[config.mk]
export PLATFORM = sky130hd
export DESIGN_NAME = gsa_datapath
export DESIGN_NICKNAME = d
export VERILOG_FILES = /design/src/sv/gemm_scaled_accumulate_top_defines.svh /design/src/sv/gsa_pkg.sv /design/src/sv/gsa_datapath.sv
export SDC_FILE = /design/constraint.sdc
export NUM_CORES = 2
export LEC_CHECK = 0
export ABC_AREA = 1
export BUFFER_PORTS_ARGS = -buffer_cell sky130_fd_sc_hd__buf_4
export CAP_MARGIN = 20
export CORE_AREA = 5 5 404 307
export DETAILED_ROUTE_END_ITERATION = 8
export DIE_AREA = 0 0 409 312
export SLEW_MARGIN = 20
export SYNTH_ARGS = -nofsm -noshare
export SYNTH_HDL_FRONTEND = slang
export SYNTH_SLANG_ARGS = --single-unit
[constraint.sdc]
create_clock -name clk -period 16.31 [get_ports clk]
set_input_delay 3.262 -clock clk [delete_from_list [all_inputs] [get_ports clk]]
set_output_delay 3.262 -clock clk [all_outputs]
set_load 0.01 [all_outputs]
[src/sv/gemm_scaled_accumulate_top_defines.svh]
// assertion macros used by the gemm scaled accumulate sequencer
`ifndef GEMM_SCALED_ACCUMULATE_TOP_DEFINES_SVH
`define GEMM_SCALED_ACCUMULATE_TOP_DEFINES_SVH

`ifndef SYNTHESIS

`define GSA_ASSERT(label, clk, rst_n, prop, msg) \
	label: assert property (@(posedge clk) disable iff (!rst_n) (prop)) else $error(msg);

`define GSA_ASSERT_IMPL(label, clk, rst_n, ante, cons, msg) \
	label: assert property (@(posedge clk) disable iff (!rst_n) (ante) |-> (cons)) \
		else $error(msg);

`else

`define GSA_ASSERT(label, clk, rst_n, prop, msg)

`define GSA_ASSERT_IMPL(label, clk, rst_n, ante, cons, msg)

`endif

`endif

[src/sv/gsa_pkg.sv]
// package with widths, codes and helpers of the gemm scaled accumulate block
`timescale 1ns / 1ps
`default_nettype none

package gsa_pkg;

	localparam int MAX_DIM     = 16;
	localparam int DIM_CAP     = (MAX_DIM < 16) ? MAX_DIM : 16;
	localparam int STORE_DEPTH = MAX_DIM * MAX_DIM;
	localparam int ADDR_W      = $clog2(STORE_DEPTH);

	localparam int IDX_W   = 4;
	localparam int DIM_W   = 5;
	localparam int ELEM_W  = 16;
	localparam int FRAC_W  = 8;
	localparam int ACC_W   = 2 * ELEM_W + 4;
	localparam int MUL_W   = ACC_W + ELEM_W;
	localparam int TOT_W   = MUL_W;
	localparam int OUT_W   = 32;
	localparam int REG_IDX_W = 3;
	localparam int CFG_W   = 16;

	localparam logic [DIM_W-1:0] DIM_CAP_V = DIM_W'(DIM_CAP);

	// opcodes of an input item
	localparam logic [1:0] OP_LOAD_A  = 2'd0;
	localparam logic [1:0] OP_LOAD_B  = 2'd1;
	localparam logic [1:0] OP_LOAD_C  = 2'd2;
	localparam logic [1:0] OP_COMPUTE = 2'd3;

	// register indexes
	localparam logic [REG_IDX_W-1:0] REG_ROWS_M  = 3'd0;
	localparam logic [REG_IDX_W-1:0] REG_COLS_N  = 3'd1;
	localparam logic [REG_IDX_W-1:0] REG_INNER_K = 3'd2;
	localparam logic [REG_IDX_W-1:0] REG_ALPHA   = 3'd3;
	localparam logic [REG_IDX_W-1:0] REG_BETA    = 3'd4;
	localparam logic [REG_IDX_W-1:0] REG_B_TRANS = 3'd5;

	// operand selection of the shared multiplier
	localparam logic [1:0] MUL_AB    = 2'd0;
	localparam logic [1:0] MUL_ALPHA = 2'd1;
	localparam logic [1:0] MUL_BETA  = 2'd2;

	typedef struct packed {
		logic [1:0] mul_sel;
		logic       prod_en;
		logic       acc_clr;
		logic       acc_add;
		logic       tot_shift;
		logic       tot_add;
	} dp_ctrl_t;

	function automatic logic [DIM_W-1:0] clamp_dim(input logic [DIM_W-1:0] v);
		if (v == '0)
			return DIM_W'(1);
		else if (v > DIM_CAP_V)
			return DIM_CAP_V;
		else
			return v;
	endfunction

	function automatic logic [ADDR_W-1:0] mem_addr(input logic [IDX_W-1:0] row,
		input logic [IDX_W-1:0] col);
		return ADDR_W'(row) * ADDR_W'(MAX_DIM) + ADDR_W'(col);
	endfunction

endpackage

`default_nettype wire

[src/sv/gsa_datapath.sv]
// shared multiplier, accumulator, scaling sum and saturation
`timescale 1ns / 1ps
`default_nettype none

module gsa_datapath (
	input  wire logic                             clk,
	input  wire gsa_pkg::dp_ctrl_t                ctrl,
	input  wire logic signed [gsa_pkg::ELEM_W-1:0] a_data,
	input  wire logic signed [gsa_pkg::ELEM_W-1:0] b_data,
	input  wire logic signed [gsa_pkg::ELEM_W-1:0] c_data,
	input  wire logic signed [gsa_pkg::ELEM_W-1:0] alpha,
	input  wire logic signed [gsa_pkg::ELEM_W-1:0] beta,
	output logic signed      [gsa_pkg::OUT_W-1:0]  res_value,
	output logic                                  res_sat
);
	import gsa_pkg::*;

	logic signed [ACC_W-1:0]  mul_x;
	logic signed [ELEM_W-1:0] mul_y;
	logic signed [MUL_W-1:0]  mul_p;
	logic signed [MUL_W-1:0]  prod_q;
	logic signed [ACC_W-1:0]  acc_q;
	logic signed [TOT_W-1:0]  tot_q;
	logic [TOT_W-OUT_W:0]     tot_hi;
	logic                     ovf;

	always_comb begin
		case (ctrl.mul_sel)
			MUL_AB: begin
				mul_x = ACC_W'(a_data);
				mul_y = b_data;
			end
			MUL_ALPHA: begin
				mul_x = acc_q;
				mul_y = alpha;
			end
			MUL_BETA: begin
				mul_x = ACC_W'(c_data);
				mul_y = beta;
			end
			default: begin
				mul_x = ACC_W'(a_data);
				mul_y = b_data;
			end
		endcase
	end

	assign mul_p = mul_x * mul_y;

	always_ff @(posedge clk) begin
		if (ctrl.prod_en) begin
			prod_q <= mul_p;
		end
		if (ctrl.acc_clr) begin
			acc_q <= '0;
		end else if (ctrl.acc_add) begin
			// element products fit the low bits of the product register
			acc_q <= acc_q + $signed(prod_q[ACC_W-1:0]);
		end
		if (ctrl.tot_shift) begin
			tot_q <= prod_q >>> FRAC_W;
		end else if (ctrl.tot_add) begin
			tot_q <= tot_q + prod_q;
		end
	end

	// clip when the result sign bit and the bits above it disagree
	assign tot_hi = tot_q[TOT_W-1:OUT_W-1];
	assign ovf    = !((&tot_hi) || !(|tot_hi));

	always_comb begin
		res_sat = ovf;
		if (!ovf)
			res_value = tot_q[OUT_W-1:0];
		else if (tot_q[TOT_W-1])
			res_value = {1'b1, {(OUT_W-1){1'b0}}};
		else
			res_value = {1'b0, {(OUT_W-1){1'b1}}};
	end

endmodule

`default_nettype wire

# == Yosys cells after proc, flatten, opt, wreduce, memory -nomap -nowiden ==
# Cells that the tools add are included.
# word_totals
reg_bits,140
input_bits,88
out_inout_bits,33
word_cells,20
# classes
n_addsub,2
multipliers,1
n_eq_ne,2
mux,6
n_reduce_logical,6
# op_table
operator,n
52-bit two-way mux,2
36-bit case mux with 2 select lines,1
32-bit two-way mux,2
52-bit adder,1
36-bit by 16-bit multiplier with 52-bit output,1
36-bit adder,1
16-bit case mux with 2 select lines,1
21-bit AND reduction,1
21-bit OR reduction,1
2-bit by 1-bit equality test with 1-bit output (second input constant),1
2-bit equality test (second input constant),1
1-bit logical NOT,2
2-bit nonzero test,1
1-bit logical OR,1

# == Depth between registers and ports, before layout ==
# logic_depth
word_depth,4
mapped_depth,34
mapped_depth_nobuf,31

# == Worst setup path after synthesis ==
# No wires, ideal clock.
# synth_timing
kind,input port to flip-flop
startpoint,input ctrl[5] in the netlist's numbering
endpoint,register prod_q[51] (data pin)
arrival_time_ps,8957
t_required_ps,16058
slack_ps,7101
cell_stages,31
n_path_buf,3
cell_sequence,inv_1 > ha_1 > inv_2 > buf_6 > buf_2 > nand2_1 > o21ai_2 > buf_2 > nand2_1 > fa_1 > inv_1 > fa_1 > inv_1 > fa_1 > inv_1 > fa_1 > fa_1 > inv_1 > fa_1 > inv_1 > ha_1 > a21oi_1 > o21ai_0 > a21oi_1 > nand2_2 > nand2_2 > nand2_2 > a21oi_1 > inv_1 > nand2_1 > nand2_1
# synth_between
elab_chain_len,3
word_cells_on_any_way,5
# synth_lines
element,line,text
start: declaration,gsa_datapath.sv:7,"input wire gsa_pkg::dp_ctrl_t ctrl,"
2-bit equality test / 2-bit by 1-bit equality test with 1-bit output (equally long branches),gsa_datapath.sv:28,case (ctrl.mul_sel)
36-bit case mux with 2 select lines / 16-bit case mux with 2 select lines (equally long branches),gsa_datapath.sv:28,
36-bit by 16-bit multiplier with 52-bit output (*),gsa_datapath.sv:48,assign mul_p = mul_x * mul_y;
named net mul_p[51],gsa_datapath.sv:20,logic signed [MUL_W-1:0] mul_p;
end signal: assignment,gsa_datapath.sv:52,prod_q <= mul_p;
end: declaration,gsa_datapath.sv:21,logic signed [MUL_W-1:0] prod_q;
# Mark *: on every way through the listed nets, which the timed path passes. The rest lies on a longest branch.
# A chain may end at the register's enable or synchronous reset.

# == Worst setup path in the final report ==
# layout_timing
startpoint,input ctrl[5] in the netlist's numbering
endpoint,register prod_q[38] (data pin)
# The elaborated chain is that of the path after synthesis.

==> qor.yml <==
yosysTopAreaCellShare_pct: 32.8
reg2regPathDepth: 22
final.min_clock_period_ns: 11.43
clock-sinks: 140
critPathCaptureType: "flop"
die_y_um: 312
start_util_pct: 27.8
clkLatencyLatePin_ns: 0.47
core_mm2: 0.119
finalCritPeriodShare_pct: 70.1
start_kind: "input pin"
crit_top_cell: "inv_1"
rrSetupSlack_ns: 8.69
hold_viol: 0
relSlewSlack_pct: 33.1
dieArea_mm2: 0.128
crit_type: "in2reg"
drt-total-wl_mm: 128
postCtsHoldBufs: 0
io-pin-count: 121
cp.arrival_ns: 11.64
wl_per_cell_um: 20.6
via_per_inst: 4.96
synth_area_mm2: 0.0332
antenna_found_initial: 2
worst_pin_slew_ns: 0.994
ys.flop_type: "edfxtp_1"
path_buf_inv: 11
die_w_um: 409
clk_pin_slew_ns: 0.07
clockBufferDepth: 2
postRouteAntennaNets: 0
max_freq_mhz: 87.5
vias: 30700
n_fill_cell: 12900
ys_seq_area_share_pct: 11.6
first_iter_violations: 3308
fin_tns_setup_ns: 0
area.sequential_mm2: 0.00384
maxCapViolations: 0
mostFrequentLayoutCell: "nand2_1"
setup_violations: 0
holdCritPathClass: "reg2reg"
async_reset_ff_share_pct: 0
cts_tree: "done"
status: "completed"
critPathSlowestCell: "nor4_1"
htreeDepth: 4
ys_ff_latch: 140
io_buffer_count: 120
cp.depth: 28
postSynthCellCount: 4558
cp_slowest_stage_delay_ns: 0.81
layout_common_cells: "nand2_1, inv_1, nor2_1"
synth_cell_types: 52
path_delay_family: "adder cells"
grt_max_degree: 54
grt-ovfl-total: 0
place_congestion: 1.03
skew_ns: 0.0204
syn_nets: 5400
rows: 110
yosysTopAreaCell: "fa_1"
grt_pass1_vias: 30400
route.detailed.drc: 0
area_growth_pct: 9.53
grt_setup_unrepaired: "false"
synth_edf_count: 104
gr-usage-all-layers_pct: 19.8
yosys_warnings: 0
cts_setup_buffers: 0
multi_input_area_mm2: 0.0250
min_path_cells: 2
syn-mean-instance-area_um2: 7.29
maxSlewViolCount: 0
first_pass_iters: 5
yosys-top-cells-area: "fa_1, nand2_1, inv_1, edfxtp_1, ha_1"
worstPathMaxFanout: 47
clockRootBuffer: "clkbuf_16"
cts_resized: 0
dp_hpwl_mm: 108
cts_buffers: 17
fin_nets: 5464
grt_pass1_wl_mm: 192
worstPathRequired_ns: 16.51
final_layout_size_suffix_gt1_share_pct: 6.93
-- cell families after synthesis --
| group | synth area share, % |
|---|---|
| and+or+nand+nor | 24.3 |
| xor gates and xnor gates | 1.87 |
| DFF | 11.6 |
| buffers and inverters | 13.1 |
| adders and majority gates | 40.7 |
| AOI/OAI and AO/OA | 8.42 |
-- area by class of cell --
| class | instances | area share (%) |
|---|---|---|
| Multi-Input combinational cell | 3289 | 68.8 |
| Sequential cell | 140 | 10.6 |
| Timing Repair Buffer | 147 | 3.03 |
| Antenna cell | 1 | 0.00688 |
| Tap cell | 1568 | 5.39 |
| Clock inverter | 15 | 0.395 |
| Clock buffer | 17 | 1.17 |
| Inverter | 1027 | 10.6 |
-- metrics by stage --
stage | utilization (%) | worst slack, ns | instances | hold slack (ns) | area [µm²]
floorplan | - | 7.10 | 4558 | 0.458 | 33200
global placement | 30.0 | 4.81 | 6171 | 0.493 | 35800
detailed placement | 30.0 | 4.76 | 6171 | 0.497 | 35800
CTS | 30.5 | 5.20 | 6203 | 0.507 | 36400
global route | 30.5 | 4.71 | 6204 | 0.525 | 36400
finish | 30.5 | 4.88 | 6204 | 0.511 | 36400
-- final timing paths --
check | from | to
worst max-delay path | ctrl[5] | prod_q[38]
worst min-delay path | acc_q[1] | acc_q[1]
worst max register to register | acc_q[0] | prod_q[38]
worst min register to register | acc_q[1] | acc_q[1]
-- registers in the layout (all words and copies together), names as in the netlist --
register  count
tot_q        52
acc_q        36
prod_q       52
-- worst min-delay path, cell delays in order (launching register included) --
cell and delay [ns]:
dfxtp_1 0.33, nor2_1 0.09, a211oi_1 0.04
-- metal layers --
metal	wire length (µm)	track usage [%]	vias to the layer above
met1	58400	29.7	15100
met3	15900	6.53	155
met5	41	0	-
met2	50900	27.5	1524
li1	-	-	13900
met4	2570	3.83	6
-- cells in the mapped netlist (6+ instances only) --
master       n
nor3_1      21
a21oi_2      6
or2_2       10
nor2_1     571
buf_2       61
a21o_1      15
nand2_1   1143
o21ai_0    109
clkbuf_1    31
o21ai_1     22
inv_2       43
dfxtp_1     36
o21bai_1    21
a21oi_1    174
xnor2_1     18
inv_1      983
nand4_1     39
a221o_1     15
nand3_1    158
nand3b_1    11
o21a_1       6
nand3_2      6
ha_1       210
fa_1       544
a31oi_1      9
nor2_2       7
nand2_2     15
nor4_1      15
xor2_1      53
o21ai_2     43
buf_4        6
o211ai_1    16
edfxtp_1   104
Power is left out: the tool's default activity adds up to more than one toggle a clock period on the data nets, which glitch-free logic cannot reach.
