$ cat src/sv/gemm_scaled_accumulate_top_defines.svh
// assertion macros used by the gemm scaled accumulate sequencer
`ifndef GEMM_SCALED_ACCUMULATE_TOP_DEFINES_SVH
`define GEMM_SCALED_ACCUMULATE_TOP_DEFINES_SVH

`ifndef SYNTHESIS

`define GSA_ASSERT(label, clk, rst_n, prop, msg) \
	label: assert property (@(posedge clk) disable iff (!rst_n) (prop)) else $error(msg);

`define GSA_ASSERT_IMPL(label, clk, rst_n, ante, cons, msg) \
	label: assert property (@(posedge clk) disable iff (!rst_n) (ante) |-> (cons)) \
		else $error(msg);

`else

`define GSA_ASSERT(label, clk, rst_n, prop, msg)

`define GSA_ASSERT_IMPL(label, clk, rst_n, ante, cons, msg)

`endif

`endif

$ cat src/sv/gsa_pkg.sv
// package with widths, codes and helpers of the gemm scaled accumulate block
`timescale 1ns / 1ps
`default_nettype none

package gsa_pkg;

	localparam int MAX_DIM     = 16;
	localparam int DIM_CAP     = (MAX_DIM < 16) ? MAX_DIM : 16;
	localparam int STORE_DEPTH = MAX_DIM * MAX_DIM;
	localparam int ADDR_W      = $clog2(STORE_DEPTH);

	localparam int IDX_W   = 4;
	localparam int DIM_W   = 5;
	localparam int ELEM_W  = 16;
	localparam int FRAC_W  = 8;
	localparam int ACC_W   = 2 * ELEM_W + 4;
	localparam int MUL_W   = ACC_W + ELEM_W;
	localparam int TOT_W   = MUL_W;
	localparam int OUT_W   = 32;
	localparam int REG_IDX_W = 3;
	localparam int CFG_W   = 16;

	localparam logic [DIM_W-1:0] DIM_CAP_V = DIM_W'(DIM_CAP);

	// opcodes of an input item
	localparam logic [1:0] OP_LOAD_A  = 2'd0;
	localparam logic [1:0] OP_LOAD_B  = 2'd1;
	localparam logic [1:0] OP_LOAD_C  = 2'd2;
	localparam logic [1:0] OP_COMPUTE = 2'd3;

	// register indexes
	localparam logic [REG_IDX_W-1:0] REG_ROWS_M  = 3'd0;
	localparam logic [REG_IDX_W-1:0] REG_COLS_N  = 3'd1;
	localparam logic [REG_IDX_W-1:0] REG_INNER_K = 3'd2;
	localparam logic [REG_IDX_W-1:0] REG_ALPHA   = 3'd3;
	localparam logic [REG_IDX_W-1:0] REG_BETA    = 3'd4;
	localparam logic [REG_IDX_W-1:0] REG_B_TRANS = 3'd5;

	// operand selection of the shared multiplier
	localparam logic [1:0] MUL_AB    = 2'd0;
	localparam logic [1:0] MUL_ALPHA = 2'd1;
	localparam logic [1:0] MUL_BETA  = 2'd2;

	typedef struct packed {
		logic [1:0] mul_sel;
		logic       prod_en;
		logic       acc_clr;
		logic       acc_add;
		logic       tot_shift;
		logic       tot_add;
	} dp_ctrl_t;

	function automatic logic [DIM_W-1:0] clamp_dim(input logic [DIM_W-1:0] v);
		if (v == '0)
			return DIM_W'(1);
		else if (v > DIM_CAP_V)
			return DIM_CAP_V;
		else
			return v;
	endfunction

	function automatic logic [ADDR_W-1:0] mem_addr(input logic [IDX_W-1:0] row,
		input logic [IDX_W-1:0] col);
		return ADDR_W'(row) * ADDR_W'(MAX_DIM) + ADDR_W'(col);
	endfunction

endpackage

`default_nettype wire

$ cat src/sv/gsa_ram.sv
// element store: one write port and one registered read port
`timescale 1ns / 1ps
`default_nettype none

module gsa_ram (
	input  wire logic                      clk,
	input  wire logic                      we,
	input  wire logic [gsa_pkg::ADDR_W-1:0] waddr,
	input  wire logic [gsa_pkg::ELEM_W-1:0] wdata,
	input  wire logic                      re,
	input  wire logic [gsa_pkg::ADDR_W-1:0] raddr,
	output logic      [gsa_pkg::ELEM_W-1:0] rdata
);
	import gsa_pkg::*;

	logic [ELEM_W-1:0] mem_q [STORE_DEPTH];

	always_ff @(posedge clk) begin
		if (we) begin
			mem_q[waddr] <= wdata;
		end
	end

	always_ff @(posedge clk) begin
		if (re) begin
			rdata <= mem_q[raddr];
		end
	end

endmodule

`default_nettype wire

$ cat config.mk
export PLATFORM = sky130hd
export DESIGN_NAME = gsa_ram
export DESIGN_NICKNAME = d
export VERILOG_FILES = /design/src/sv/gemm_scaled_accumulate_top_defines.svh /design/src/sv/gsa_pkg.sv /design/src/sv/gsa_ram.sv
export SDC_FILE = /design/constraint.sdc
export NUM_CORES = 2
export LEC_CHECK = 0
export BUFFER_PORTS_ARGS = -buffer_cell sky130_fd_sc_hd__buf_2
export CAP_MARGIN = 25
export CORE_MARGIN = 4
export CORE_UTILIZATION = 60
export CTS_BUF_LIST = sky130_fd_sc_hd__clkbuf_2
export DETAILED_ROUTE_END_ITERATION = 10
export PLACE_DENSITY_LB_ADDON = 0.25
export REMOVE_ABC_BUFFERS = 1
export SYNTH_ARGS = -nofsm -noshare
export SYNTH_HDL_FRONTEND = slang
export SYNTH_SLANG_ARGS = --single-unit
$ cat constraint.sdc
create_clock -name clk -period 3.4 [get_ports clk]
set_input_delay 0.17 -clock clk [delete_from_list [all_inputs] [get_ports clk]]
set_output_delay 0.17 -clock clk [all_outputs]
set_load 0.02 [all_outputs]
======== Word level (Yosys, flattened, before mapping) ========
Memory sizes are Yosys's and may differ from the RTL's. A register that Yosys moved wholly into a read port is not among the register bits.
Cells that the tools add are included.
cells by class
  muxes and demuxes ....................... 2
operators with widths
  cell               count
  1-bit two-way mux  2
storage, ports and cells
  flip-flop bits (word level) ............. 0
  bits in writable memories ............... 4096
  bits of input ports ..................... 35
  output and inout bits ................... 16
  logic and storage cells ................. 3
  memories kept ........................... 1
memories
  memory  depth  width  rd ports  clocked after Yosys merged registers in  wr ports  RTL line       RTL
  mem_q   256    16     1         1                                        1         gsa_ram.sv:16  logic [ELEM_W-1:0] mem_q [STORE_DEPTH];

======== Depth between registers and ports, before layout ========
  depth after elaboration ................. 2
  mapped depth ............................ 12
  mapped depth without buffers ............ 6

======== Worst setup path before layout ========
OpenSTA, ideal clock, no wires.
  path kind ............................... in2reg
  start ................................... input raddr[0] (netlist name)
  end ..................................... register rdata[4] (netlist name) (read register of mem_q) (data pin)
  library setup time ...................... 0.265 ns
  arrival time ............................ 2.154 ns
  required time ........................... 3.135 ns
  slack ................................... 0.981 ns
  stages .................................. 8
  buffers on the path ..................... 3
  cells stage by stage .................... buf_6 > buf_6 > buf_2 > mux4_2 > mux4_2 > a22o_1 > o32ai_2 > nor4_2
RTL lines
  what         RTL line       RTL
  from (decl)  gsa_ram.sv:11  input wire logic [gsa_pkg::ADDR_W-1:0] raddr,
  to (decl)    gsa_ram.sv:12  output logic [gsa_pkg::ELEM_W-1:0] rdata

==> results.sh <==
export IMPL_r2r_end="rdata[3]"
export IMPL_synth_mux_area_fraction_pct=15.5
export IMPL_cp_data_arrival_time_ns=5.66
export IMPL_hold_path_class="primary input to register"
export IMPL_synth_most_common_cell="edfxtp_1"
export IMPL_total_power_w=0.0925
export IMPL_routed_wl_um=418000
export IMPL_cts_path_max_buffers=4
export IMPL_crit_path_frequent_cell="dlygate4sd3_1"
export IMPL_ys_ff_latch=4112
export IMPL_routed_via_density=6.56
export IMPL_syn_inst=7360
export IMPL_dp_final_hpwl_um=248000
export IMPL_yosysWarnings=0
export IMPL_drt_iter0_markers=12800
export IMPL_pwr_share_comb_pct=6.2
export IMPL_yosysSeqAreaShare_pct=77.7
export IMPL_vdd_ir_drop_max_mv=0.356
export IMPL_worstPathRequired_ns=5.47
export IMPL_syn_avg_cell_area_um2=21.6
export IMPL_tightest_slew_ns=1.09
export IMPL_r2r_slack_ns=0.17
export IMPL_fin_crit_sh_pct=105
export IMPL_root_buffer="clkbuf_2"
export IMPL_async_flop_share_pct=0
export IMPL_max_freq_ghz=0.279
export IMPL_post_route_drc_count=0
export IMPL_hold_path_end="rdata[13]"
export IMPL_p_int_w=0.0695
export IMPL_die_area_mm2=0.273
export IMPL_cts_htree_levels=6
export IMPL_finalHoldViolCount=0
export IMPL_synth_edf_count=4112
export IMPL_synth_area_mm2=0.159
export IMPL_crit_path_start_kind="primary input"
export IMPL_final_net_count=8869
export IMPL_dieWidth_um=523
export IMPL_utilization_pct=68.0
export IMPL_fp_row_count=188
export IMPL_syn2layout_area_growth_pct=12.5
export IMPL_clkPwrFrac_pct=33.4
export IMPL_slew_headroom_pct=26.7
export IMPL_setup_ws_ns=-0.185
export IMPL_routabilityCongestion=0.940
export IMPL_clkTransAtPathRegs_ns=0.12
export IMPL_cap_viol_max_count=0
export IMPL_synthAdderAreaFrac_pct=0
export IMPL_fp_dieH_um=523
export IMPL_layout_drive_gt1_share_pct=33.4
export IMPL_insertion_delay_ns=2.30
export IMPL_r2r_start="mem_q[73][3]"
export IMPL_track_usage_pct=30.8
export IMPL_p_sw_share_pct=24.9
export IMPL_final_cells=13107
export IMPL_placedCellCount=11228
export IMPL_synth_top_family_by_area="multiplexers"
export IMPL_synth_top_area_share_pct=77.7
export IMPL_p_switching_w=0.0231
export IMPL_cp_cell_sequence="dlygate4sd3_1, dlygate4sd3_1, buf_2, dlygate4sd3_1, nor4bb_2, nand2_1, a21oi_1, dlygate4sd3_1, a21oi_1, dlygate4sd3_1, buf_4, nand4_1, nor4_1"
export IMPL_synth_simple_area_share_pct=1.57
export IMPL_min_path_cells=11
export IMPL_grt_pass1_wl_um=602000
export IMPL_ioPinCount=51
export IMPL_setup_viol=11
export IMPL_cpLargestDelayFamily="buffers and inverters"
export IMPL_outcome="finished, violations left"
export IMPL_synth_compound_area_share_pct=3.53
export IMPL_post_cts_setup_buffers=0
export IMPL_worstSetupPathType="primary input to register"
export IMPL_synth_main_ff_cell="edfxtp_1"
export IMPL_drtPass1Iterations=6
export IMPL_multi_input_area_mm2=0.0328
export IMPL_rr_worst_depth=8
export IMPL_crit_buf_inv=7
export IMPL_cts_tree="done"
export IMPL_ant_nets=0
export IMPL_grt_antenna_before_repair=23
export IMPL_crit_path_max_fanout=15
export IMPL_routedWlPerCell_um=31.9
export IMPL_p_seq_share_pct=60.4
export IMPL_grt_pass1_vias=85521
export IMPL_synthTopCellsByArea="edfxtp_1, mux4_2, mux2i_1"
export IMPL_cts_buffers_inserted=944
export IMPL_synth_xor_area_share_pct=0
export IMPL_slowest_stage="dlygate4sd3_1"
export IMPL_core_area_mm2=0.263
export IMPL_design_area_mm2=0.179
export IMPL_power_density_mw_per_mm2=518
export IMPL_rsz0062_at_grt="yes"
export IMPL_io_buffers=50
export IMPL_ff_latch_area_mm2=0.123
export IMPL_num_vias=85967
export IMPL_critPathMaxStageDelay_ns=1.30
export IMPL_synth_cell_types=51
export IMPL_endpoint_kind="register"
export IMPL_start_util_pct=60.4
export IMPL_violations="negative setup slack"
export IMPL_grt_max_degree=142
export IMPL_fillers=16711
export IMPL_hold_start="raddr[0]"
export IMPL_synth_top_area_cell="edfxtp_1"
export IMPL_skew_ns=0.200
export IMPL_gr_total_overflow=0
export IMPL_synth_commonest_cells="edfxtp_1, mux4_2, mux2i_1, nor2_1, o221ai_1"
export IMPL_cts_sinks=4112
export IMPL_drv_slew=0
export IMPL_placed_area_mm2=0.168
export IMPL_p_leak_nw=59.5
export IMPL_finalCriticalPeriod_ns=3.58
## cells in the final DEF (no fill, tap or decap), drive strengths merged, types with 26 or more instances in the layout
cell and count:
a21oi 175, a221oi 28, a22o 32, a22oi 43, buf 822, clkbuf 1365
clkinv 284, dlygate4sd3 156, edfxtp 4112, inv 35, mux2 88, mux2i 565
mux4 797, nand2 38, nand3 35, nand4 26, nor2 304, nor3 92
o21ai 38, o221ai 253, o22ai 148
## worst min-delay path, stage by stage
cell,delay (ns)
dlygate4sd3_1,0.58
buf_12,0.17
buf_12,0.18
buf_12,0.20
mux2i_1,0.19
o221ai_1,0.17
a21oi_1,0.16
o21ai_1,0.07
clkbuf_8,0.17
nand3_1,0.08
nor4_1,0.05
## worst max path at each step
stage	startpoint	end	slack [ns]	cells after the start
2_1_floorplan	raddr[2]	rdata[4]	-3.40	6
3_3_place_gp	raddr[0]	rdata[13]	-0.44	11
3_5_place_dp	raddr[0]	rdata[9]	-0.30	9
4_1_cts	rdata[7]	rdata[7]	-0.04	1
5_1_grt	raddr[7]	rdata[7]	-0.002	13
6_report	raddr[7]	rdata[7]	-0.18	13
## kinds of logic (layout without fill, tap and decap cells)
logic type / after synthesis / after routing
AO/OA/AOI/OAI: 786 / 786
buffers and inverters: 456 / 2674
flip-flops: 4112 / 4112
multiplexers: 1450 / 1450
other: 0 / 14
AND/OR/NAND/NOR: 556 / 556
## registers in the layout (all words and copies together), names as in the netlist
| register | cells |
|---|---|
| mem_q | 4096 |
| rdata | 16 |
## metrics by stage
| stage | setup WS, ns | TNS [ns] | hold slack, ns |
|---|---|---|---|
| 6_report | -0.185 | -0.340 | 0.191 |
| 5_1_grt | -0.00151 | -0.00151 | 0.0737 |
| 4_1_cts | -0.0352 | -0.0458 | 0.000790 |
| 3_5_place_dp | -0.300 | -0.671 | 0.655 |
| 3_3_place_gp | -0.444 | -0.806 | 0.636 |
| 2_1_floorplan | -3.40 | -52.48 | 0.269 |
## power groups by stage
stage / Combinational, W / Clock, W / Sequential [W]
4_1_cts: 0.00567 / 0.0314 / 0.0559
3_3_place_gp: 0.00532 / 0 / 0.0570
6_report: 0.00576 / 0.0309 / 0.0559
2_1_floorplan: 0.00206 / 0 / 0.0570
3_5_place_dp: 0.00543 / 0 / 0.0570
5_1_grt: 0.00596 / 0.0343 / 0.0559
## final cells by class
class / count / share of cell area, %
Sequential cell: 4112 / 69.1
Multi-Input combinational cell: 2792 / 18.4
Timing Repair Buffer: 980 / 5.27
Clock buffer: 1363 / 3.82
Tap cell: 3515 / 2.46
Clock inverter: 327 / 0.985
Antenna cell: 14 / 0.0196
Inverter: 4 / 0.0154
## timing repair
item | CTS | global route
resized for setup | 6 | 3
hold endpoints to repair | 8224 | 128
setup endpoints to repair | 3 | 85
cloned | 0 | 0
hold buffers | 178 | 3
## layer usage
layer | wire [µm] | up-vias | GRT usage (%)
met4 | 17700 | 18 | 12.1
li1 | - | 34928 | -
met2 | 194000 | 6122 | 46.2
met5 | 124 | - | 0
met3 | 55900 | 847 | 9.13
met1 | 151000 | 44052 | 43.5
No activity file was read; power rests on OpenSTA's default activity.
