===== src/sv/gemm_scaled_accumulate_top_defines.svh =====
// assertion macros used by the gemm scaled accumulate sequencer
`ifndef GEMM_SCALED_ACCUMULATE_TOP_DEFINES_SVH
`define GEMM_SCALED_ACCUMULATE_TOP_DEFINES_SVH

`ifndef SYNTHESIS

`define GSA_ASSERT(label, clk, rst_n, prop, msg) \
	label: assert property (@(posedge clk) disable iff (!rst_n) (prop)) else $error(msg);

`define GSA_ASSERT_IMPL(label, clk, rst_n, ante, cons, msg) \
	label: assert property (@(posedge clk) disable iff (!rst_n) (ante) |-> (cons)) \
		else $error(msg);

`else

`define GSA_ASSERT(label, clk, rst_n, prop, msg)

`define GSA_ASSERT_IMPL(label, clk, rst_n, ante, cons, msg)

`endif

`endif


===== src/sv/gsa_pkg.sv =====
// package with widths, codes and helpers of the gemm scaled accumulate block
`timescale 1ns / 1ps
`default_nettype none

package gsa_pkg;

	localparam int MAX_DIM     = 16;
	localparam int DIM_CAP     = (MAX_DIM < 16) ? MAX_DIM : 16;
	localparam int STORE_DEPTH = MAX_DIM * MAX_DIM;
	localparam int ADDR_W      = $clog2(STORE_DEPTH);

	localparam int IDX_W   = 4;
	localparam int DIM_W   = 5;
	localparam int ELEM_W  = 16;
	localparam int FRAC_W  = 8;
	localparam int ACC_W   = 2 * ELEM_W + 4;
	localparam int MUL_W   = ACC_W + ELEM_W;
	localparam int TOT_W   = MUL_W;
	localparam int OUT_W   = 32;
	localparam int REG_IDX_W = 3;
	localparam int CFG_W   = 16;

	localparam logic [DIM_W-1:0] DIM_CAP_V = DIM_W'(DIM_CAP);

	// opcodes of an input item
	localparam logic [1:0] OP_LOAD_A  = 2'd0;
	localparam logic [1:0] OP_LOAD_B  = 2'd1;
	localparam logic [1:0] OP_LOAD_C  = 2'd2;
	localparam logic [1:0] OP_COMPUTE = 2'd3;

	// register indexes
	localparam logic [REG_IDX_W-1:0] REG_ROWS_M  = 3'd0;
	localparam logic [REG_IDX_W-1:0] REG_COLS_N  = 3'd1;
	localparam logic [REG_IDX_W-1:0] REG_INNER_K = 3'd2;
	localparam logic [REG_IDX_W-1:0] REG_ALPHA   = 3'd3;
	localparam logic [REG_IDX_W-1:0] REG_BETA    = 3'd4;
	localparam logic [REG_IDX_W-1:0] REG_B_TRANS = 3'd5;

	// operand selection of the shared multiplier
	localparam logic [1:0] MUL_AB    = 2'd0;
	localparam logic [1:0] MUL_ALPHA = 2'd1;
	localparam logic [1:0] MUL_BETA  = 2'd2;

	typedef struct packed {
		logic [1:0] mul_sel;
		logic       prod_en;
		logic       acc_clr;
		logic       acc_add;
		logic       tot_shift;
		logic       tot_add;
	} dp_ctrl_t;

	function automatic logic [DIM_W-1:0] clamp_dim(input logic [DIM_W-1:0] v);
		if (v == '0)
			return DIM_W'(1);
		else if (v > DIM_CAP_V)
			return DIM_CAP_V;
		else
			return v;
	endfunction

	function automatic logic [ADDR_W-1:0] mem_addr(input logic [IDX_W-1:0] row,
		input logic [IDX_W-1:0] col);
		return ADDR_W'(row) * ADDR_W'(MAX_DIM) + ADDR_W'(col);
	endfunction

endpackage

`default_nettype wire


===== src/sv/gsa_seq.sv =====
// sequencer: walks columns and inner terms of a result row
`timescale 1ns / 1ps
`default_nettype none
`include "gemm_scaled_accumulate_top_defines.svh"

module gsa_seq (
	input  wire logic                        clk,
	input  wire logic                        arst_n,
	input  wire logic                        start,
	input  wire logic [gsa_pkg::IDX_W-1:0]   start_row,
	input  wire logic [gsa_pkg::IDX_W-1:0]   n_last,
	input  wire logic [gsa_pkg::IDX_W-1:0]   k_last,
	input  wire logic                        b_trans,
	input  wire logic                        out_free,
	output logic                             busy,
	output logic                             ab_re,
	output logic [gsa_pkg::ADDR_W-1:0]       a_raddr,
	output logic [gsa_pkg::ADDR_W-1:0]       b_raddr,
	output logic                             c_re,
	output logic [gsa_pkg::ADDR_W-1:0]       c_raddr,
	output gsa_pkg::dp_ctrl_t                ctrl,
	output logic                             out_load,
	output logic [gsa_pkg::IDX_W-1:0]        out_row,
	output logic [gsa_pkg::IDX_W-1:0]        out_col,
	output logic                             out_last
);
	import gsa_pkg::*;

	localparam logic [2:0] ST_IDLE  = 3'd0;
	localparam logic [2:0] ST_MAC   = 3'd1;
	localparam logic [2:0] ST_DRAIN = 3'd2;
	localparam logic [2:0] ST_ALPHA = 3'd3;
	localparam logic [2:0] ST_BETA  = 3'd4;
	localparam logic [2:0] ST_SUM   = 3'd5;
	localparam logic [2:0] ST_OUT   = 3'd6;

	logic [2:0]       state_q;
	logic [IDX_W-1:0] row_q;
	logic [IDX_W-1:0] j_q;
	logic [IDX_W-1:0] l_q;
	logic             rd_v_s1;
	logic             mul_v_s2;

	assign busy     = (state_q != ST_IDLE);
	assign out_row  = row_q;
	assign out_col  = j_q;
	assign out_last = (j_q == n_last);

	assign ab_re   = (state_q == ST_MAC);
	assign a_raddr = mem_addr(row_q, l_q);
	assign b_raddr = b_trans ? mem_addr(j_q, l_q) : mem_addr(l_q, j_q);
	// prior c is fetched once per column and held in the read register
	assign c_re    = (state_q == ST_MAC) && (l_q == '0);
	assign c_raddr = mem_addr(row_q, j_q);

	always_comb begin
		ctrl.mul_sel   = MUL_AB;
		ctrl.prod_en   = rd_v_s1;
		ctrl.acc_clr   = start;
		ctrl.acc_add   = mul_v_s2;
		ctrl.tot_shift = 1'b0;
		ctrl.tot_add   = 1'b0;
		out_load       = 1'b0;
		case (state_q)
			ST_ALPHA: begin
				ctrl.mul_sel = MUL_ALPHA;
				ctrl.prod_en = 1'b1;
				ctrl.acc_clr = 1'b1;
			end
			ST_BETA: begin
				ctrl.mul_sel   = MUL_BETA;
				ctrl.prod_en   = 1'b1;
				ctrl.tot_shift = 1'b1;
			end
			ST_SUM: begin
				ctrl.tot_add = 1'b1;
			end
			ST_OUT: begin
				out_load = out_free;
			end
			default: begin
			end
		endcase
	end

	always_ff @(posedge clk or negedge arst_n) begin
		if (!arst_n) begin
			state_q  <= ST_IDLE;
			row_q    <= '0;
			j_q      <= '0;
			l_q      <= '0;
			rd_v_s1  <= 1'b0;
			mul_v_s2 <= 1'b0;
		end else begin
			rd_v_s1  <= (state_q == ST_MAC);
			mul_v_s2 <= rd_v_s1;
			case (state_q)
				ST_IDLE: begin
					if (start) begin
						row_q   <= start_row;
						j_q     <= '0;
						l_q     <= '0;
						state_q <= ST_MAC;
					end
				end
				ST_MAC: begin
					if (l_q == k_last) begin
						state_q <= ST_DRAIN;
					end else begin
						l_q <= l_q + IDX_W'(1);
					end
				end
				ST_DRAIN: begin
					if (!rd_v_s1 && !mul_v_s2) begin
						state_q <= ST_ALPHA;
					end
				end
				ST_ALPHA: begin
					state_q <= ST_BETA;
				end
				ST_BETA: begin
					state_q <= ST_SUM;
				end
				ST_SUM: begin
					state_q <= ST_OUT;
				end
				ST_OUT: begin
					if (out_free) begin
						if (j_q == n_last) begin
							state_q <= ST_IDLE;
						end else begin
							j_q     <= j_q + IDX_W'(1);
							l_q     <= '0;
							state_q <= ST_MAC;
						end
					end
				end
				default: begin
					state_q <= ST_IDLE;
				end
			endcase
		end
	end

	`GSA_ASSERT_IMPL(a_alpha_pipe_empty, clk, arst_n, state_q == ST_ALPHA, !rd_v_s1 && !mul_v_s2, "alpha multiply while product pipeline busy")
	`GSA_ASSERT_IMPL(a_start_idle, clk, arst_n, start, state_q == ST_IDLE, "compute started while busy")
	`GSA_ASSERT_IMPL(a_inner_bound, clk, arst_n, state_q == ST_MAC, l_q <= k_last, "inner index past k")
	`GSA_ASSERT(a_col_bound, clk, arst_n, (state_q == ST_IDLE) || (j_q <= n_last), "column index past n")

endmodule

`default_nettype wire


===== config.mk =====
export PLATFORM = sky130hd
export DESIGN_NAME = gsa_seq
export DESIGN_NICKNAME = d
export VERILOG_FILES = /design/src/sv/gsa_pkg.sv /design/src/sv/gsa_seq.sv
export VERILOG_INCLUDE_DIRS = /design/src /design/src/sv
export SDC_FILE = /design/constraint.sdc
export NUM_CORES = 1
export LEC_CHECK = 0
export BUFFER_PORTS_ARGS = -buffer_cell sky130_fd_sc_hd__buf_2
export CAP_MARGIN = 20
export CORE_UTILIZATION = 44
export DETAILED_ROUTE_END_ITERATION = 8
export GPL_ROUTABILITY_DRIVEN = 0
export GPL_TIMING_DRIVEN = 0
export PLACE_DENSITY = 0.77
export REMOVE_ABC_BUFFERS = 1
export SLEW_MARGIN = 5
export SYNTH_ARGS = -nofsm -noshare
export SYNTH_HDL_FRONTEND = slang
export SYNTH_SLANG_ARGS = --single-unit

===== constraint.sdc =====
create_clock -name clk -period 4.1 [get_ports clk]
set_input_delay 0.41 -clock clk [delete_from_list [all_inputs] [get_ports clk]]
set_output_delay 0.41 -clock clk [all_outputs]
set_load 0.005 [all_outputs]

* Yosys cells after proc, flatten, opt, wreduce, memory -nomap -nowiden
Cells that the tools add are included.
** Word-level totals
- Register bits :: 17
- Logic and storage cells :: 59
- Output and inout port bits :: 44
- Bits of input ports :: 17
** Operators by class
- Mux-type cells :: 20
- Add/sub/neg operators :: 6
- Reduce and logical (&&, ||, !) cells :: 13
- Eq/ne operators :: 14
** Operators with widths (number)
- $add 8x4->8 :: 4
- $mux 4 :: 6
- $pmux 3 s7 :: 1
- $mux 3 :: 4
- $pmux 4 s3 :: 1
- $ne 2x2->1 const B :: 5
- $eq 3x3->1 const B :: 3
- $add 4x1->4 const B :: 2
- $eq 4x4->1 :: 2
- $mux 8 :: 1
- $pmux 4 s2 :: 1
- $reduce_and 4->1 :: 2
- $eq 3x2->1 const B :: 2
- $pmux 3 s2 :: 1
- $reduce_bool 3->1 :: 2
- $mux 1 :: 5
- $reduce_and 5->1 :: 1
- $logic_not 4->1 :: 1
- $eq 3x1->1 const B :: 1
- $logic_not 3->1 :: 1
- $logic_and 1x1->1 :: 2
- $logic_not 1->1 :: 2
- $ne 2x1->1 const B :: 1
- $reduce_and 2->1 :: 1
- $reduce_bool 2->1 :: 1

* Logic depth before layout (Yosys ltp)
Gate-level depths: netlist of the first run.
- Word-level depth :: 4
- Gate-level depth with buffers :: 5
- Depth with buffers taken out :: 4

* Least setup slack after synthesis of the first run
OpenSTA, ideal clock, no wires.
- Path type :: register to register
- Start :: reg state_q[2]
- End :: reg row_q[0], in the netlist out_row[0]
- Data required time :: 3975 ps
- Period minus slack after synthesis :: 1558 ps
- Path buffers :: 1
- Setup time :: 125 ps
- Cell stages (with the launch flop) :: 5
- Arrival time :: 1433 ps
- Path slack :: 2542 ps
- Cells stage by stage :: dfrtp_1 > buf_2 > nor3_1 > and2_0 > mux2_2
** Between the ends
- Longest elaborated chain between the ends :: 2
** RTL lines
- from (decl) :: line gsa_seq.sv:37 : logic [2:0] state_q;
- from (signal assigned) :: line gsa_seq.sv:88 : state_q <= ST_IDLE;
- from (signal assigned) :: line gsa_seq.sv:103 : state_q <= ST_MAC;
- from (signal assigned) :: line gsa_seq.sv:108 : state_q <= ST_DRAIN;
- $logic_not 3->1 :: line gsa_seq.sv:97 : case (state_q)
- $reduce_and 2->1 (no line)
- to (signal assigned) :: line gsa_seq.sv:100 : row_q <= start_row;
- to (decl) :: line gsa_seq.sv:38 : logic [IDX_W-1:0] row_q;
No other way between the ends.
A chain may end at the register's enable or synchronous reset.

* Worst setup path in the final report of the first run
- Start :: reg j_q[0], in the netlist out_col[0]
- End :: out out_last
** Between the ends
- Longest elaborated chain between the ends :: 1
** RTL lines
- from (decl) :: line gsa_seq.sv:39 : logic [IDX_W-1:0] j_q;
- from (signal assigned) :: line gsa_seq.sv:132 : j_q <= j_q + IDX_W'(1);
- $eq 4x4->1 :: line gsa_seq.sv:47 : assign out_last = (j_q == n_last);
- to (decl) :: line gsa_seq.sv:25 : output logic out_last
No other way between the ends.

==> flow_summary.toml, run 1 <==
[critical_path]
worst-r2r-cell-count = 4
rrSetupSlack_ns = 2.32
reg2reg_from = "state_q[2]"
endpoint_kind = "output pin"
critical_path_s_top_delay_family = "simple AND/OR/NAND/NOR gates"
crit_slowest_cell = "nor4_2"
cp_max_fo = 8
timing.critical_path.cells = "xor2_1 > nor4_2 > buf_2"
cp-start-kind = "flip-flop"
critPathArrivalTime_ns = 1.70
crit_path_max_incr_delay_ns = 0.50
combined_buffer_and_inverter_count_along_the_critical_path = 1
reg2reg_to = "out_col[3]"
timing.setup.critical_path_class = "reg2out"
crit_required_ns = 3.69

[route]
dr_drc_count = 0
dr_total_vias = 1058
drt_iter0_markers = 18
average_wire_per_standard_cell_um = 12.45
route.antenna.remaining_nets = 0
firstDrtPassIters = 4
totalWireLength_um = 2527
route.detailed.vias_per_inst = 5.212

[placed_design]
hpwlAfterDp_um = 1944
numPortBuffers = 60

[synthesis]
ys_dominant_reg_cell = "dfrtp_1"
seq_area_frac_synth = 0.3494
synth.yosys.warnings = 0
ys_ff_latch = 17
synth_edf_count = 0
synth.top_cell.area_share = 0.3494
synthDominantAreaCellType = "dfrtp_1"
syn_area_um2 = 1217
synth_top_cells_by_area = "dfrtp_1, buf_4, mux2_2, xor2_1, o21ai_0"
postSynthAreaPerCell_um2 = 9.511
synth-async-reset-ratio = 1.000
synth_cell_type_count = 39
synthesis.instances = 128

[clocking]
post-cts-setup-buffers = 0
post_cts_resized = 0
worstSkewPairLatency_ns = 0.29
clk_root_buffer_cell = "clkbuf_4"
cts_tree = "yes"
clk_pin_slew_worst_paths_ns = 0.11
cts_htree_levels = 1
hold_buffers = 0
clock_tree.buffer_depth = 2
tritoncts_num_sinks = 17
numCtsBuffers = 3

[layout]
antenna_cells = 0
nNetsFinal = 194
sequential_cell_area_um2 = 425.4
multi_input_comb_area_um2 = 624.3
post-route-util = 0.5703
drive_gt1_frac = 0.4509
fillers = 243
area_growth_pct = 19.22

[die]
floorplan_core_area_um2 = 2545
die_width_um = 54.60
row_count = 18
die_area_um2 = 2981
floorplan.initialDensity = 0.4784
ports_placed_on_the_boundary = 61
dieHeight_um = 54.60

[job]
max_cap_violations = 0

[timing]
maxSlewHeadroom = 0.6683
skew_ns = 0.004700
maxClockFrequency_mhz = 472.9
pin_slew_with_the_least_headroom_to_its_limit_ns = 0.4958
timing.final.crit_share = 0.5158
setup_repair_after_global_routing_missed_its_margin = "false"
finalCriticalPeriod_ns = 2.115
timing_max_transition_violations_final = 0
fin_tns_setup_ns = 0
setup_violations = 0
timing.final.hold_violations = 0

[global_routing]
wire_length_of_the_first_global_routing_pass_um = 3795
grt_util_met2 = 0.2952
groute.usage.overall = 0.1760
highest_utilization_routing_layer_at_the_global_route_stage = "met2"
grt_max_degree = 18
antenna_found_initial = 0
first_global_vias = 863
global_route.usage.met1 = 0.2326
global_route.usage.met3 = 0.02500
grt_overflow = 0

[outcome]
result_of_the_run = "complete, no violations"

[pwr]
post-layout-total-power_w = 0.0009484
peakVddDrop_mv = 0.5452
p_leak_nw = 0.7717
power.density_nw_per_um2 = 653.4

[min_path]
min_path_type = "in2async"
[cells by family after synthesis]
logic type                 synth area share
DFF                                  0.3494
buffers and inverters                0.1377
adders and majority gates           0.03084
xor gates and xnor gates            0.05756
and+or+nand+nor                      0.1860
AOI/OAI and AO/OA                    0.1562
muxes                               0.08222
[worst reg2reg max path, delay by kind of cell, from the launching register on]
| family | cells | cell delay (ns) |
|---|---|---|
| flops | 1 | 0.60 |
| compound gates | 1 | 0.17 |
| simple gates | 3 | 0.94 |
[metrics by stage]
| stage | hold slack (ns) | cell area [µm²] | setup slack (ns) | instances |
|---|---|---|---|---|
| after global placement | 0.3508 | 1421 | 2.323 | 199 |
| after detailed placement | 0.3499 | 1421 | 2.323 | 199 |
| final | 0.01352 | 1451 | 1.985 | 203 |
| after global routing | 0.03613 | 1451 | 1.823 | 203 |
| after floorplan | 0.1144 | 1084 | 2.553 | 109 |
| after CTS | 0.02357 | 1451 | 1.983 | 203 |
[cell usage in the layout, fill, tap and decap left out, drive strengths merged, types with 2 or more instances in the layout]
cell type,count
o21ai,10
or3,5
a21oi,4
xor2,8
ha,3
inv,9
or4,2
nand3,4
nor2,4
a211oi,2
nand2,7
o41ai,2
o211ai,2
nor3b,4
and3,3
clkbuf,3
dfrtp,17
mux2,8
buf,60
and2,2
[sequential cells by signal (all words and copies together) (netlist names)]
register,flops
l_q,4
out_col,4
out_row,4
state_q,3
mul_v_s2,1
rd_v_s1,1
[final cells by class]
cell class	count	area share
clock buffer	3	0.01552
clock inverter	1	0.005172
inverter	9	0.02328
multi-input combinational	83	0.4302
sequential	17	0.2931
tap	30	0.02586
timing repair buffer	60	0.2069
[cell usage after synthesis, types with 2 or more instances]
master / n
nand3_1: 4
or3_1: 5
and3_1: 3
buf_4: 14
mux2_2: 8
a211oi_1: 2
ha_1: 3
xor2_1: 8
nor3b_1: 3
dfrtp_1: 17
clkbuf_1: 2
buf_2: 2
o211ai_1: 2
nand2_1: 7
or4_1: 2
inv_1: 9
a21oi_1: 4
o21ai_0: 9
nor2_1: 4
[report_power, final]
part           internal (W)  total (W)  switching (W)
Combinational      0.000261   0.000499       0.000238
Sequential         0.000236   0.000356       0.000120
Clock             0.0000371  0.0000933      0.0000561
Total              0.000534   0.000948       0.000414
[routing by layer]
layer | vias to the layer above | part of all wire
met5 | - | 0
met4 | 0 | 0.0055
met3 | 2 | 0.045
met2 | 35 | 0.50
met1 | 493 | 0.44
li1 | 528 | -
[how the worst max path moves through the flow]
stage / endpoint / from / cells past startpoint
2_1_floorplan: out_col[3] / state_q[2] / 4
3_3_place_gp: out_last / n_last[0] / 4
3_5_place_dp: out_last / n_last[1] / 4
4_1_cts: out_last / out_col[0] / 3
5_1_grt: out_last / out_col[0] / 3
6_report: out_last / out_col[0] / 3
No activity file was read; power rests on OpenSTA's default activity.
==> run 2: changes to the inputs <==
- clock period: 4.1 -> 2.1 ns (I/O delays scaled with it)
==> run 2 against run 1 <==
  * Power rose by 95%
  * Non-clock buffer count up 1
  * Via count rose by 0.38%
  * Sequential power increased by 95%
  * Cell area up 0.69%
  * Combinational power is 96% higher
  * Critical path depth unchanged
  * Cell count up 0.49%
  * Setup slack worse by 1.8 ns
  * Sequential share of layout area decreased by 0.20 points
==> flow_summary.toml, run 2 (synthesized netlist as in run 1, its figures left out) <==
[die]
die_area_um2 = 2981
die_width_um = 54.60
floorplan.initialDensity = 0.4784
row_count = 18
floorplan_core_area_um2 = 2545
ports_placed_on_the_boundary = 61
dieHeight_um = 54.60

[route]
drt_iter0_markers = 18
route.detailed.vias_per_inst = 5.206
firstDrtPassIters = 4
totalWireLength_um = 2530
dr_drc_count = 0
average_wire_per_standard_cell_um = 12.40
route.antenna.remaining_nets = 0
dr_total_vias = 1062

[clocking]
clk_pin_slew_worst_paths_ns = 0.11
clock_tree.buffer_depth = 2
numCtsBuffers = 3
cts_tree = "yes"
post_cts_resized = 0
worstSkewPairLatency_ns = 0.29
cts_htree_levels = 1
clk_root_buffer_cell = "clkbuf_4"
tritoncts_num_sinks = 17

[timing]
maxSlewHeadroom = 0.6683
timing_max_transition_violations_final = 0
maxClockFrequency_mhz = 522.3
timing.final.crit_share = 0.9117
setup_violations = 0
setup_repair_after_global_routing_missed_its_margin = "false"
timing.final.hold_violations = 0
pin_slew_with_the_least_headroom_to_its_limit_ns = 0.4958
skew_ns = 0.004700
fin_tns_setup_ns = 0
finalCriticalPeriod_ns = 1.915

[critical_path]
rrSetupSlack_ns = 0.32
critical_path_cell_count = 3
timing.critical_path.cells = "xor2_1 > nor4_2 > buf_2"
cp-endpoint = "out_last"
setup_crit_start = "out_col[0]"
worst-r2r-cell-count = 4
crit_slowest_cell = "nor4_2"
cp_max_fo = 8
crit_path_max_incr_delay_ns = 0.50
crit_required_ns = 1.89
timing.setup.critical_path_class = "reg2out"
reg2reg_from = "state_q[2]"
reg2reg_to = "out_col[3]"
combined_buffer_and_inverter_count_along_the_critical_path = 1
critPathArrivalTime_ns = 1.70
critical_path_s_top_delay_family = "simple AND/OR/NAND/NOR gates"
endpoint_kind = "output pin"
cp-start-kind = "flip-flop"

[global_routing]
first_global_vias = 869
grt_overflow = 0
wire_length_of_the_first_global_routing_pass_um = 3808
groute.usage.overall = 0.1766
grt_max_degree = 18
antenna_found_initial = 0

[outcome]
result_of_the_run = "complete, no violations"

[pwr]
peakVddDrop_mv = 1.065
seqPwrFrac = 0.375
cell_internal_pwr_w = 0.001045
power.density_nw_per_um2 = 1268
p_switching_w = 0.0008083
power.share.clock = 0.098
comb_power_share = 0.527
power_switching_share = 0.4362
p_leak_nw = 0.7758

[layout]
final_common_cell = "buf_2"
drive_gt1_frac = 0.4483
post-route-util = 0.5742
area_growth_pct = 20.04
layout_common_cells = "buf_2, dfrtp_1, inv_1, o21ai_0"
fillers = 242
antenna_cells = 0
nNetsFinal = 195

[placed_design]
numPortBuffers = 60
hpwlAfterDp_um = 1944

[min_path]
min_path_type = "in2reg"
min_path_cells = 2

[job]
max_cap_violations = 0
run 2: worst min path at each step:
stage,from,to
floorplan,arst_n,l_q[0]
global placement,arst_n,mul_v_s2
detailed placement,arst_n,state_q[2]
CTS,start_row[2],out_row[2]
global route,start_row[0],out_row[0]
finish,start_row[2],out_row[2]
run 2: through the flow:
stage | area [µm²] | worst slack (ns) | std cells | hold WS [ns] | total power (W)
2_1_floorplan | 1084 | 0.5526 | 109 | -0.08559 | 0.001224
3_3_place_gp | 1421 | 0.3872 | 199 | 0.1508 | 0.001651
3_5_place_dp | 1421 | 0.3526 | 199 | 0.1499 | 0.001685
4_1_cts | 1461 | 0.1829 | 204 | 0.1373 | 0.001870
5_1_grt | 1461 | 0.02314 | 204 | 0.1306 | 0.002030
6_report | 1461 | 0.1853 | 204 | 0.1388 | 0.001853
run 2: area by class of cell:
class | count | area, µm² | area share
Clock buffer | 3 | 22.52 | 0.01541
Clock inverter | 1 | 7.507 | 0.005137
Inverter | 9 | 33.78 | 0.02312
Multi-Input combinational cell | 83 | 624.3 | 0.4272
Sequential cell | 17 | 425.4 | 0.2911
Tap cell | 30 | 37.54 | 0.02568
Timing Repair Buffer | 61 | 310.3 | 0.2123
run 2: what timing repair did:
item | 4_1_cts | 5_1_grt
endpoints found under the hold margin | 17 | 0
setup buffers | 0 | 0
hold buffers | 1 | 0
run 2: per-layer routing:
layer / vias to the layer above / global-route usage / share of wire
met5: - / 0 / 0
met4: 0 / 0.05128 / 0.0055
met3: 2 / 0.02500 / 0.045
met2: 35 / 0.2972 / 0.50
met1: 495 / 0.2326 / 0.45
li1: 530 / - / -
run 2: power by group through the flow:
stage               combinational (W)  clock (W)  sequential (W)
finish                       0.000976   0.000182        0.000695
global route                  0.00111   0.000197        0.000725
CTS                          0.000990   0.000183        0.000697
detailed placement           0.000980          0        0.000706
global placement             0.000964          0        0.000688
floorplan                    0.000539          0        0.000685
==> run 3: changes to the inputs <==
- CORE_MARGIN: not set -> 8
- CORE_UTILIZATION: 44 -> 36
- PLACE_DENSITY: 0.77 -> 0.65
==> run 3 against run 2 <==
  * Sequential cell count unchanged
  * Sequential share of layout area shrank 0.32 points
  * Sequential power up 1%
  * Setup slack better by 0.016 ns
  * Hold slack better by 0.0020 ns
  * Routed wire length rose by 22%
  * Largest cell class unchanged
  * Largest power group unchanged
  * Highest routed layer unchanged
==> flow_summary.toml, run 3 (synthesized netlist as in run 1, its figures left out) <==
[outcome]
result_of_the_run = "complete, no violations"

[timing]
fin_tns_setup_ns = 0
skew_ns = 0.001179
maxClockFrequency_mhz = 526.8
finalCriticalPeriod_ns = 1.898
setup_repair_after_global_routing_missed_its_margin = "false"
timing.final.crit_share = 0.9039
maxSlewHeadroom = 0.6522
worst_hold_slack_ns = 0.1408
timing_max_transition_violations_final = 0
setup_violations = 0
pin_slew_with_the_least_headroom_to_its_limit_ns = 0.5199
setup_ws_ns = 0.2018
timing.final.hold_violations = 0

[pwr]
cell_internal_pwr_w = 0.001045
p_switching_w = 0.0008331
seqPwrFrac = 0.375
power.share.clock = 0.097
power.density_nw_per_um2 = 1271
power_switching_share = 0.4436
p_leak_nw = 0.7769
peakVddDrop_mv = 0.5781
comb_power_share = 0.528

[clocking]
numCtsBuffers = 3
worstSkewPairLatency_ns = 0.29
cts_tree = "yes"
hold_buffers = 1
tritoncts_num_sinks = 17
clock_tree.buffer_depth = 2
post_cts_resized = 0
post-cts-setup-buffers = 0
clk_root_buffer_cell = "clkbuf_4"
cts_htree_levels = 1
clk_pin_slew_worst_paths_ns = 0.10

[min_path]
min_path_type = "in2reg"

[global_routing]
grt_max_degree = 18
grt_overflow = 0
antenna_found_initial = 0
wire_length_of_the_first_global_routing_pass_um = 4795
groute.usage.overall = 0.1084
first_global_vias = 1017

[critical_path]
crit_required_ns = 1.89
cp_max_fo = 8
timing.setup.critical_path_class = "reg2out"
crit_path_max_incr_delay_ns = 0.49
timing.critical_path.cells = "xor2_1 > nor4_2 > buf_2"
endpoint_kind = "output pin"
crit_slowest_cell = "nor4_2"
cp-start-kind = "flip-flop"
critPathArrivalTime_ns = 1.69

[layout]
nNetsFinal = 195
final_common_cell = "buf_2"
layout_common_cells = "buf_2, dfrtp_1, inv_1, o21ai_0"
antenna_cells = 0
drive_gt1_frac = 0.4425
sequential_cell_area_um2 = 425.4
area_growth_pct = 21.38
post-route-util = 0.4499
multi_input_comb_area_um2 = 624.3
fillers = 324

[route]
dr_total_vias = 1081
route.antenna.remaining_nets = 0
drt_iter0_markers = 59
firstDrtPassIters = 4
route.detailed.vias_per_inst = 4.914
dr_drc_count = 0
average_wire_per_standard_cell_um = 14.09
totalWireLength_um = 3099

[die]
ports_placed_on_the_boundary = 61
floorplan_core_area_um2 = 3284
floorplan.initialDensity = 0.3707
row_count = 21
dieHeight_um = 74.15
die_width_um = 74.15
die_area_um2 = 5498

[placed_design]
hpwlAfterDp_um = 2399
numPortBuffers = 60
pre_cts_ws_ns = 0.3406

[job]
max_cap_violations = 0
==> run 3: critical path, delay by kind of cell (launching register included) <==
kind	cells	cell delay, ns
flops	1	0.48
simple gates	1	0.49
xor+xnor	1	0.22
buf+inv	1	0.20
==> run 3: power by group through the flow <==
stage / logic, W / clock network, W / registers, W
after floorplan: 0.000539 / 0 / 0.000685
after global placement: 0.000997 / 0 / 0.000693
after detailed placement: 0.00101 / 0 / 0.000711
after CTS: 0.00102 / 0.000185 / 0.000704
after global routing: 0.00110 / 0.000197 / 0.000739
final: 0.000992 / 0.000182 / 0.000704
==> run 3: final cells by class <==
cell class              count  area share
clock buffers               4     0.01778
inverters                   9     0.02286
multi-input cells          83      0.4225
flip-flops and latches     17      0.2879
well taps                  46     0.03895
repair buffers             61      0.2100
==> run 3: metrics by stage <==
step	cell area [µm²]	std cells	total power [W]
after floorplan	1084	109	0.001224
after global placement	1441	215	0.001690
after detailed placement	1441	215	0.001720
after CTS	1478	220	0.001905
after global routing	1478	220	0.002035
final	1478	220	0.001878
==> run 3: final timing paths <==
| check | from | endpoint | slack, ns | cells past startpoint |
|---|---|---|---|---|
| worst max-delay path | out_col[0] | out_last | 0.20 | 3 |
| worst min-delay path | start_row[2] | out_row[2] | 0.14 | 2 |
| worst max register to register | state_q[2] | out_col[1] | 0.31 | 4 |
| worst min register to register | rd_v_s1 | mul_v_s2 | 0.43 | 0 |
| max in group asynchronous | arst_n | state_q[0] | 1.46 | 2 |
| min in group asynchronous | arst_n | out_col[3] | 0.36 | 2 |
==> run 3: routing by layer <==
| layer | routed length [µm] | global-route usage | share of wire | up-vias |
|---|---|---|---|---|
| met2 | 1431 | 0.1885 | 0.46 | 46 |
| met3 | 330 | 0.04582 | 0.11 | 2 |
| met4 | 10 | 0.01330 | 0.0032 | 0 |
| met1 | 1327 | 0.1226 | 0.43 | 503 |
| met5 | 0 | 0 | 0 | - |
| li1 | - | - | - | 530 |
